--- src/design/bdq_pkg.sv ---
// ----------------------------------------------------------------------------
// bdq_pkg
// shared widths, command codes and controller/datapath handshake types
// ----------------------------------------------------------------------------
package bdq_pkg;

	parameter int DEPTH_DEF = 16;
	parameter int DATA_W    = 32;
	parameter int CMD_W     = 3;
	parameter int CNT_W     = 5;

	parameter logic [CNT_W-1:0]  CAP_RESET  = 5'd16;
	parameter logic [DATA_W-1:0] EMPTY_WORD = 32'hFFFF_FFFF;

	typedef enum logic [CMD_W-1:0] {
		CMD_INS_FRONT = 3'd0,
		CMD_INS_REAR  = 3'd1,
		CMD_DEL_FRONT = 3'd2,
		CMD_DEL_REAR  = 3'd3,
		CMD_PEEK      = 3'd4
	} cmd_t;

	// controller to datapath
	typedef struct packed {
		logic latch;
		logic exec;
		logic rd;
		logic load;
	} dp_cmd_t;

	// datapath to controller
	typedef struct packed {
		logic out_free;
	} dp_stat_t;

endpackage

--- src/design/bdq_if.sv ---
// ----------------------------------------------------------------------------
// bdq channel interfaces
// command, response and capacity-write channels with valid/ready
// ----------------------------------------------------------------------------
interface bdq_in_if;
	logic                             valid;
	logic                             ready;
	logic [bdq_pkg::CMD_W-1:0]        cmd;
	logic signed [bdq_pkg::DATA_W-1:0] value;

	modport source (output valid, output cmd, output value, input ready);
	modport sink   (input valid, input cmd, input value, output ready);
endinterface

interface bdq_out_if;
	logic                              valid;
	logic                              ready;
	logic                              ok;
	logic signed [bdq_pkg::DATA_W-1:0] front_item;
	logic signed [bdq_pkg::DATA_W-1:0] rear_item;
	logic                              is_empty;
	logic                              is_full;
	logic [bdq_pkg::CNT_W-1:0]         fill_level;

	modport source (output valid, output ok, output front_item, output rear_item,
		output is_empty, output is_full, output fill_level, input ready);
	modport sink   (input valid, input ok, input front_item, input rear_item,
		input is_empty, input is_full, input fill_level, output ready);
endinterface

interface bdq_cfg_if;
	logic                      valid;
	logic                      ready;
	logic [bdq_pkg::CNT_W-1:0] data;

	modport source (output valid, output data, input ready);
	modport sink   (input valid, input data, output ready);
endinterface

--- src/design/bounded_deque_core.sv ---
// ----------------------------------------------------------------------------
// bounded_deque_core
// bounded double-ended queue of signed 32-bit words on a ring store
// ----------------------------------------------------------------------------
// each command beat (insert front/rear, delete front/rear, peek) yields one
// response beat with the success flag, front and rear words (-1 when empty),
// empty/full flags and the fill level after the command. in turn, the idle
// state takes the beat, the exec state updates head/count and writes the
// single store write port, the read state reads front and rear through the
// two registered read ports, and the done state loads the response register.
// the next command is taken the cycle after the load, while the previous
// response may still sit unclaimed in the response register; the sequencer
// only waits when a response is ready and the one before it has not been
// taken. writing the capacity register (always ready) also empties the deque;
// capacity 0 acts as 1, values above DEPTH act as DEPTH. store contents need
// no clearing: unread slots are never reported.
// ----------------------------------------------------------------------------
module bounded_deque_core #(
	parameter int DEPTH = bdq_pkg::DEPTH_DEF
) (
	input  logic      clk,
	input  logic      arst_n,
	bdq_in_if.sink    cmd_ch,
	bdq_out_if.source rsp_ch,
	bdq_cfg_if.sink   cfg_ch
);

	bdq_pkg::dp_cmd_t  ctl;
	bdq_pkg::dp_stat_t sts;
	logic              cfg_we;

	// capacity writes are taken at any time
	assign cfg_ch.ready = 1'b1;
	assign cfg_we       = cfg_ch.valid;

	// sequencer
	bdq_ctrl u_ctrl (
		.clk      (clk),
		.arst_n   (arst_n),
		.in_valid (cmd_ch.valid),
		.in_ready (cmd_ch.ready),
		.ctl      (ctl),
		.sts      (sts)
	);

	// ring store, pointers and response register
	bdq_datapath #(
		.DEPTH (DEPTH)
	) u_dp (
		.clk       (clk),
		.arst_n    (arst_n),
		.ctl       (ctl),
		.sts       (sts),
		.in_cmd    (cmd_ch.cmd),
		.in_value  (cmd_ch.value),
		.cfg_we    (cfg_we),
		.cfg_data  (cfg_ch.data),
		.out_valid (rsp_ch.valid),
		.out_ready (rsp_ch.ready),
		.out_ok    (rsp_ch.ok),
		.out_front (rsp_ch.front_item),
		.out_rear  (rsp_ch.rear_item),
		.out_empty (rsp_ch.is_empty),
		.out_full  (rsp_ch.is_full),
		.out_level (rsp_ch.fill_level)
	);

endmodule

--- src/design/bdq_ctrl.sv ---
// ----------------------------------------------------------------------------
// bdq_ctrl
// sequencer: accept, update, read, result load
// ----------------------------------------------------------------------------
module bdq_ctrl (
	input  logic              clk,
	input  logic              arst_n,
	input  logic              in_valid,
	output logic              in_ready,
	output bdq_pkg::dp_cmd_t  ctl,
	input  bdq_pkg::dp_stat_t sts
);

	typedef enum logic [1:0] {
		S_IDLE,
		S_EXEC,
		S_READ,
		S_DONE
	} state_t;

	state_t state_q;

	always_comb begin
		in_ready  = (state_q == S_IDLE);
		ctl.latch = in_valid && (state_q == S_IDLE);
		ctl.exec  = (state_q == S_EXEC);
		ctl.rd    = (state_q == S_READ);
		ctl.load  = (state_q == S_DONE) && sts.out_free;
	end

	always_ff @(posedge clk or negedge arst_n) begin
		if (!arst_n) begin
			state_q <= S_IDLE;
		end else begin
			case (state_q)
				S_IDLE: begin
					if (in_valid) state_q <= S_EXEC;
				end
				S_EXEC: begin
					state_q <= S_READ;
				end
				S_READ: begin
					state_q <= S_DONE;
				end
				S_DONE: begin
					if (sts.out_free) state_q <= S_IDLE;
				end
				default: begin
					state_q <= S_IDLE;
				end
			endcase
		end
	end

endmodule

--- src/design/bdq_datapath.sv ---
// ----------------------------------------------------------------------------
// bdq_datapath
// ring store, head/count registers, capacity register and result register
// ----------------------------------------------------------------------------
module bdq_datapath #(
	parameter int DEPTH = bdq_pkg::DEPTH_DEF
) (
	input  logic                              clk,
	input  logic                              arst_n,
	input  bdq_pkg::dp_cmd_t                  ctl,
	output bdq_pkg::dp_stat_t                 sts,
	input  logic [bdq_pkg::CMD_W-1:0]         in_cmd,
	input  logic signed [bdq_pkg::DATA_W-1:0] in_value,
	input  logic                              cfg_we,
	input  logic [bdq_pkg::CNT_W-1:0]         cfg_data,
	output logic                              out_valid,
	input  logic                              out_ready,
	output logic                              out_ok,
	output logic signed [bdq_pkg::DATA_W-1:0] out_front,
	output logic signed [bdq_pkg::DATA_W-1:0] out_rear,
	output logic                              out_empty,
	output logic                              out_full,
	output logic [bdq_pkg::CNT_W-1:0]         out_level
);

	localparam int CW      = bdq_pkg::CNT_W;
	localparam int DW      = bdq_pkg::DATA_W;
	localparam int CNT_TOP = (1 << CW) - 1;
	localparam int CAP_MAX = (DEPTH < CNT_TOP) ? DEPTH : CNT_TOP;
	localparam int HW      = (CAP_MAX > 1) ? $clog2(CAP_MAX) : 1;
	localparam int AW      = (DEPTH > 1) ? $clog2(DEPTH) : 1;
	localparam logic [CW-1:0] CAP_LIM = CW'(CAP_MAX);

	logic [DW-1:0] mem [DEPTH];

	logic [CW-1:0]              cap_raw_q;
	logic [CW-1:0]              cap_eff;
	logic [HW-1:0]              head_q;
	logic [CW-1:0]              count_q;
	logic [bdq_pkg::CMD_W-1:0]  cmd_q;
	logic [DW-1:0]              value_q;
	logic                       ok_q;
	logic [DW-1:0]              rd_front_q;
	logic [DW-1:0]              rd_rear_q;
	logic                       out_valid_q;

	logic [HW-1:0] head_n;
	logic [CW-1:0] count_n;
	logic          ok_n;
	logic          we;
	logic [HW-1:0] wslot;
	logic [HW-1:0] rear_slot;
	logic          full;
	logic          empty;

	// physical slot of logical position pos, wrapping at the capacity
	function automatic logic [HW-1:0] slot_of(input logic [HW-1:0] head,
		input logic [CW-1:0] pos, input logic [CW-1:0] cap);
		logic [CW:0] s;
		s = (CW+1)'(head) + (CW+1)'(pos);
		if (s >= (CW+1)'(cap)) s = s - (CW+1)'(cap);
		return HW'(s);
	endfunction

	// capacity saturated to 1..CAP_MAX
	always_comb begin
		if (cap_raw_q == '0) cap_eff = CW'(1);
		else if (cap_raw_q > CAP_LIM) cap_eff = CAP_LIM;
		else cap_eff = cap_raw_q;
	end

	assign full      = (count_q == cap_eff);
	assign empty     = (count_q == '0);
	assign rear_slot = slot_of(head_q, count_q - 1'b1, cap_eff);

	always_comb begin
		head_n  = head_q;
		count_n = count_q;
		ok_n    = 1'b0;
		we      = 1'b0;
		wslot   = head_q;
		case (cmd_q)
			bdq_pkg::CMD_INS_FRONT: begin
				if (!full) begin
					head_n  = (head_q == '0) ? HW'(cap_eff - 1'b1) : head_q - 1'b1;
					wslot   = head_n;
					we      = 1'b1;
					count_n = count_q + 1'b1;
					ok_n    = 1'b1;
				end
			end
			bdq_pkg::CMD_INS_REAR: begin
				if (!full) begin
					wslot   = slot_of(head_q, count_q, cap_eff);
					we      = 1'b1;
					count_n = count_q + 1'b1;
					ok_n    = 1'b1;
				end
			end
			bdq_pkg::CMD_DEL_FRONT: begin
				if (!empty) begin
					head_n  = slot_of(head_q, CW'(1), cap_eff);
					count_n = count_q - 1'b1;
					ok_n    = 1'b1;
				end
			end
			bdq_pkg::CMD_DEL_REAR: begin
				if (!empty) begin
					count_n = count_q - 1'b1;
					ok_n    = 1'b1;
				end
			end
			bdq_pkg::CMD_PEEK: begin
				ok_n = 1'b1;
			end
			default: begin
				ok_n = 1'b0;
			end
		endcase
	end

	// control state
	always_ff @(posedge clk or negedge arst_n) begin
		if (!arst_n) begin
			cap_raw_q   <= bdq_pkg::CAP_RESET;
			head_q      <= '0;
			count_q     <= '0;
			out_valid_q <= 1'b0;
		end else begin
			if (cfg_we) begin
				cap_raw_q <= cfg_data;
				head_q    <= '0;
				count_q   <= '0;
			end else if (ctl.exec) begin
				head_q  <= head_n;
				count_q <= count_n;
			end
			if (ctl.load) out_valid_q <= 1'b1;
			else if (out_ready) out_valid_q <= 1'b0;
		end
	end

	// payload registers and store
	always_ff @(posedge clk) begin
		if (ctl.latch) begin
			cmd_q   <= in_cmd;
			value_q <= in_value;
		end
		if (ctl.exec) ok_q <= ok_n;
		if (ctl.exec && we) mem[AW'(wslot)] <= value_q;
		if (ctl.rd) begin
			rd_front_q <= mem[AW'(head_q)];
			rd_rear_q  <= mem[AW'(rear_slot)];
		end
		if (ctl.load) begin
			out_ok    <= ok_q;
			out_front <= empty ? bdq_pkg::EMPTY_WORD : rd_front_q;
			out_rear  <= empty ? bdq_pkg::EMPTY_WORD : rd_rear_q;
			out_empty <= empty;
			out_full  <= full;
			out_level <= count_q;
		end
	end

	assign out_valid    = out_valid_q;
	assign sts.out_free = !out_valid_q || out_ready;

	a_count_in_cap: assert property (@(posedge clk) disable iff (!arst_n)
		count_q <= cap_eff)
		else $error("fill count above capacity");

	a_head_in_cap: assert property (@(posedge clk) disable iff (!arst_n)
		(CW'(head_q) < cap_eff))
		else $error("head pointer outside ring");

	a_load_free: assert property (@(posedge clk) disable iff (!arst_n)
		ctl.load |-> (!out_valid_q || out_ready))
		else $error("result register overwritten before taken");

endmodule

--- src/flat_wrapper.sv ---
// flat-port wrapper written by rule: the top's interface ports become plain ports
module bounded_deque_core_flat 
#(
	parameter int DEPTH = bdq_pkg::DEPTH_DEF
)
  (clk, arst_n, cmd_ch_valid, cmd_ch_cmd, cmd_ch_value, cmd_ch_ready, rsp_ch_valid, rsp_ch_ok, rsp_ch_front_item, rsp_ch_rear_item, rsp_ch_is_empty, rsp_ch_is_full, rsp_ch_fill_level, rsp_ch_ready, cfg_ch_valid, cfg_ch_data, cfg_ch_ready);
  bdq_in_if cmd_ch_i ();
  bdq_out_if rsp_ch_i ();
  bdq_cfg_if cfg_ch_i ();
  input  logic clk;
  input  logic arst_n;
  input wire logic [$bits(cmd_ch_i.valid)-1:0] cmd_ch_valid;
  input wire logic [$bits(cmd_ch_i.cmd)-1:0] cmd_ch_cmd;
  input wire logic [$bits(cmd_ch_i.value)-1:0] cmd_ch_value;
  output wire logic [$bits(cmd_ch_i.ready)-1:0] cmd_ch_ready;
  output wire logic [$bits(rsp_ch_i.valid)-1:0] rsp_ch_valid;
  output wire logic [$bits(rsp_ch_i.ok)-1:0] rsp_ch_ok;
  output wire logic [$bits(rsp_ch_i.front_item)-1:0] rsp_ch_front_item;
  output wire logic [$bits(rsp_ch_i.rear_item)-1:0] rsp_ch_rear_item;
  output wire logic [$bits(rsp_ch_i.is_empty)-1:0] rsp_ch_is_empty;
  output wire logic [$bits(rsp_ch_i.is_full)-1:0] rsp_ch_is_full;
  output wire logic [$bits(rsp_ch_i.fill_level)-1:0] rsp_ch_fill_level;
  input wire logic [$bits(rsp_ch_i.ready)-1:0] rsp_ch_ready;
  input wire logic [$bits(cfg_ch_i.valid)-1:0] cfg_ch_valid;
  input wire logic [$bits(cfg_ch_i.data)-1:0] cfg_ch_data;
  output wire logic [$bits(cfg_ch_i.ready)-1:0] cfg_ch_ready;
  assign cmd_ch_i.valid = cmd_ch_valid;
  assign cmd_ch_i.cmd = cmd_ch_cmd;
  assign cmd_ch_i.value = cmd_ch_value;
  assign cmd_ch_ready = cmd_ch_i.ready;
  assign rsp_ch_valid = rsp_ch_i.valid;
  assign rsp_ch_ok = rsp_ch_i.ok;
  assign rsp_ch_front_item = rsp_ch_i.front_item;
  assign rsp_ch_rear_item = rsp_ch_i.rear_item;
  assign rsp_ch_is_empty = rsp_ch_i.is_empty;
  assign rsp_ch_is_full = rsp_ch_i.is_full;
  assign rsp_ch_fill_level = rsp_ch_i.fill_level;
  assign rsp_ch_i.ready = rsp_ch_ready;
  assign cfg_ch_i.valid = cfg_ch_valid;
  assign cfg_ch_i.data = cfg_ch_data;
  assign cfg_ch_ready = cfg_ch_i.ready;
  bounded_deque_core #(.DEPTH(DEPTH)) u_core (.clk(clk), .arst_n(arst_n), .cmd_ch(cmd_ch_i), .rsp_ch(rsp_ch_i), .cfg_ch(cfg_ch_i));
endmodule
--- config.mk ---
export PLATFORM = sky130hd
export DESIGN_NAME = bounded_deque_core_flat
export DESIGN_NICKNAME = d
export VERILOG_FILES = /design/src/design/bdq_pkg.sv /design/src/design/bdq_if.sv /design/src/design/bounded_deque_core.sv /design/src/design/bdq_ctrl.sv /design/src/design/bdq_datapath.sv /design/src/flat_wrapper.sv
export SDC_FILE = /design/constraint.sdc
export NUM_CORES = 1
export LEC_CHECK = 0
export ABC_CLOCK_PERIOD_IN_PS = 9000
export BUFFER_PORTS_ARGS = -buffer_cell sky130_fd_sc_hd__buf_4
export CORE_ASPECT_RATIO = 1.5
export CORE_MARGIN = 3
export CORE_UTILIZATION = 48
export CTS_CLUSTER_SIZE = 8
export DETAILED_ROUTE_END_ITERATION = 8
export MAX_ROUTING_LAYER = met4
export PLACE_DENSITY = 0.64
export SYNTH_ARGS = -nofsm -noshare
export SYNTH_HDL_FRONTEND = slang
export SYNTH_SLANG_ARGS = --single-unit
--- constraint.sdc ---
create_clock -name clk -period 9 [get_ports clk]
set_input_delay 0.45 -clock clk [delete_from_list [all_inputs] [get_ports clk]]
set_output_delay 0.45 -clock clk [all_outputs]
set_load 0.05 [all_outputs]
==> flow_summary.json <==
{
  "drc": 0,
  "power.leakage_nw": 11.8,
  "syn-num-nets": 1831,
  "cp_max_fo": 100,
  "rsz0062_at_grt": "false",
  "antenna_cells": 0,
  "dieWidth_um": 214,
  "fp.coreArea_um2": 64500,
  "synth_warnings": 0,
  "synthFlopType": "edfxtp_1",
  "cp_slowest_cell": "mux2_8",
  "finClkSkew_ps": 27.4,
  "cp.required_ps": 9370,
  "max_stage_delay_ps": 810,
  "cts_tree": "built",
  "post_cts_buffers": 0,
  "wl_per_cell_um": 28.6,
  "clockBufferDepth": 3,
  "layout-drive-gt1-share": 0.272,
  "vias_per_cell": 6.19,
  "hold_path.class": "in -> reg",
  "synthArstFlopShare": 0.0243,
  "netlist_area_um2": 31300,
  "gp_congestion": 0.850,
  "status": "complete, no violations",
  "final_nets": 2012,
  "start_util": 0.485,
  "ys_ff_latch": 701,
  "slew_headroom": 0.207,
  "worstSkewPairLatency_ps": 650,
  "synth_cell_type_count": 65,
  "setup_violations": 0,
  "finalHoldViolCount": 0,
  "grt_max_degree": 105,
  "crit_path_end_kind": "register",
  "avgSynthCellArea_um2": 17.9,
  "max_freq_mhz": 157,
  "root_buffer": "clkbuf_16",
  "antenna_found_initial": 2,
  "dp_hpwl_mm": 42.9,
  "synth-edff-count": 684,
  "grt_pass1_wl_mm": 119,
  "drv_cap": 0,
  "yosys.area.top_type": "edfxtp_1",
  "first_pass_iters": 5,
  "fp-row-count": 114,
  "vdd_drop_max_mv": 0.321,
  "wl_mm": 80.9,
  "die_y_um": 319,
  "ys_seq_area_frac": 0.670,
  "grtUsageTotal": 0.242,
  "start_kind": "register",
  "cts_max_level": 3,
  "tightestPinTransition_ps": 1190,
  "min_period_ps": 6370,
  "route.vias.total": 17600,
  "path_class": "reg -> reg",
  "gr-total-overflow": 0,
  "final_core_util": 0.562,
  "num_io_pins": 120,
  "drt_iter0_drc": 1846,
  "slew_violations": 0,
  "crit_path_cell_trace": "buf_4 > ha_1 > inv_1 > fa_1 > inv_1 > ha_1 > a21bo_2 > a21oi_1 > o221a_4 > mux2_8 > buf_4 > mux2i_1 > o22ai_1 > or4_1",
  "final.setup.tns_ps": 0,
  "clock-sinks": 701,
  "syn_to_final_growth_pct": 15.7,
  "dieArea_um2": 68400,
  "detail-route-antenna-nets": 0,
  "numCtsBuffers": 97,
  "fill_cells": 4989,
  "finalCritPeriodShare": 0.708,
  "synth_top_area_share": 0.656,
  "grt_pass1_vias": 18400,
  "power_density_nw_per_um2": 342,
  "ys_top_cells_by_area": "edfxtp_1 66%, mux4_2 12%, mux2i_1 8.5%, o22ai_1 2.6%, or2_2 1.4%",
  "portBuffers": 118,
  "synth_cells": 1748,
  "clk_pin_slew_worst_paths_ps": 50,
  "layout_commonest_cell": "edfxtp_1",
  "cp.arrival_ps": 6740,
  "final_cell_mix": "684 x edfxtp_1, 266 x mux2i_1, 160 x mux4_2, 152 x buf_4, 130 x o22ai_1"
}
final timing paths:
check	from	to	slack, ps	cells past startpoint
worst max register to register	u_core.u_dp.head_q[0]	u_core.u_dp.rd_rear_q[13]	2630	14
worst max-delay path	u_core.u_dp.head_q[0]	u_core.u_dp.rd_rear_q[13]	2630	14
worst min-delay path	cmd_ch_value[4]	u_core.u_dp.value_q[4]	30	1
max in group asynchronous	arst_n	u_core.u_dp.cap_raw_q[4]	8510	2
min in group asynchronous	arst_n	u_core.u_dp.head_q[0]	220	2
worst min register to register	u_core.u_dp.ok_q	u_core.u_dp.out_ok	440	0
worst max-delay path: cells and delay by family (launching register included):
family / cells / cell delay (ps)
multiplexers: 2 / 1100
AND/OR/NAND/NOR: 1 / 530
AO/OA/AOI/OAI: 4 / 870
buffers and inverters: 4 / 1640
adder cells (fa/ha/maj): 3 / 1210
flip-flops: 1 / 580
through the flow:
stage / area, um2 / cells / hold WS, ps / worst slack [ps] / power (mW)
global route: 36200 / 2834 / 5.25 / 2300 / 12.9
CTS: 36200 / 2834 / 2.00 / 2620 / 12.5
detailed placement: 33200 / 2664 / 347 / 2660 / 9.21
global placement: 33200 / 2664 / 348 / 2780 / 9.11
finish: 36200 / 2834 / 33.2 / 2630 / 12.4
floorplan: 31300 / 1748 / 154 / 2000 / 7.71
cell families after synthesis:
kind of cell,synth area share
adders and majority gates,0.0164
muxes,0.204
buffers and inverters,0.0209
xor gates and xnor gates,0.00616
AOI/OAI and AO/OA,0.0451
DFF,0.670
other,0.000120
and+or+nand+nor,0.0379
cell type report:
class | count | area, um2 | share of cell area
Clock buffer | 127 | 2560 | 0.0707
Timing Repair Buffer | 190 | 1540 | 0.0426
Sequential cell | 701 | 21000 | 0.579
Clock inverter | 7 | 75.1 | 0.00207
Inverter | 25 | 93.8 | 0.00259
Tap cell | 870 | 1090 | 0.0301
Multi-Input combinational cell | 914 | 9870 | 0.273
cell usage after synthesis (4+ instances only):
master	instances
o21ai_1	6
nand2_1	23
edfxtp_1	684
nor3_1	10
nand3b_1	5
or4_1	32
o21ai_0	18
mux2_2	8
a21o_1	7
buf_2	7
buf_4	9
a31oi_1	4
nor2_1	27
and2_1	6
ha_1	33
buf_1	14
xnor2_1	14
xor2_1	8
mux2i_1	266
a211oi_1	5
inv_1	24
a21oi_1	18
nand2b_1	7
mux4_2	160
fa_1	5
clkbuf_1	63
nand3_1	6
or2_2	68
buf_6	15
o22ai_1	130
dfrtp_1	16
metal layers:
metal  global-route usage  up-vias  wire [um]
met2                0.414      705      42300
met4               0.0833        0       2550
met5                    -        -          0
li1                     -     7523          -
met3               0.0408      151       4920
met1                0.293     9176      31200
power breakdown:
part	switching, mW	internal (mW)	total, mW
clock	1.29	1.95	3.25
sequential	0.214	4.22	4.44
combinational	2.92	1.79	4.71
total	4.43	7.97	12.4
sequential cells by signal, summed over array words and instances (netlist names):
name                    cells
u_core.u_dp.out_rear       32
u_core.u_dp.out_front      32
u_core.u_dp.out_ok          1
u_core.u_dp.out_full        1
u_core.u_dp.out_valid       1
u_core.u_dp.value_q        32
u_core.u_dp.mem           512
u_core.u_dp.count_q         5
u_core.u_ctrl.state_q       2
u_core.u_dp.out_level       5
u_core.u_dp.cmd_q           3
u_core.u_dp.rd_front_q     32
u_core.u_dp.ok_q            1
u_core.u_dp.rd_rear_q      32
u_core.u_dp.head_q          4
u_core.u_dp.out_empty       1
u_core.u_dp.cap_raw_q       5
timing repair:
item | in CTS | in global routing
hold buffers | 36 | 0
endpoints found under the hold margin | 52 | 0
resized for setup | 0 | 0
setup endpoints to repair | 0 | 0
Power figures use the tool's default switching activity.
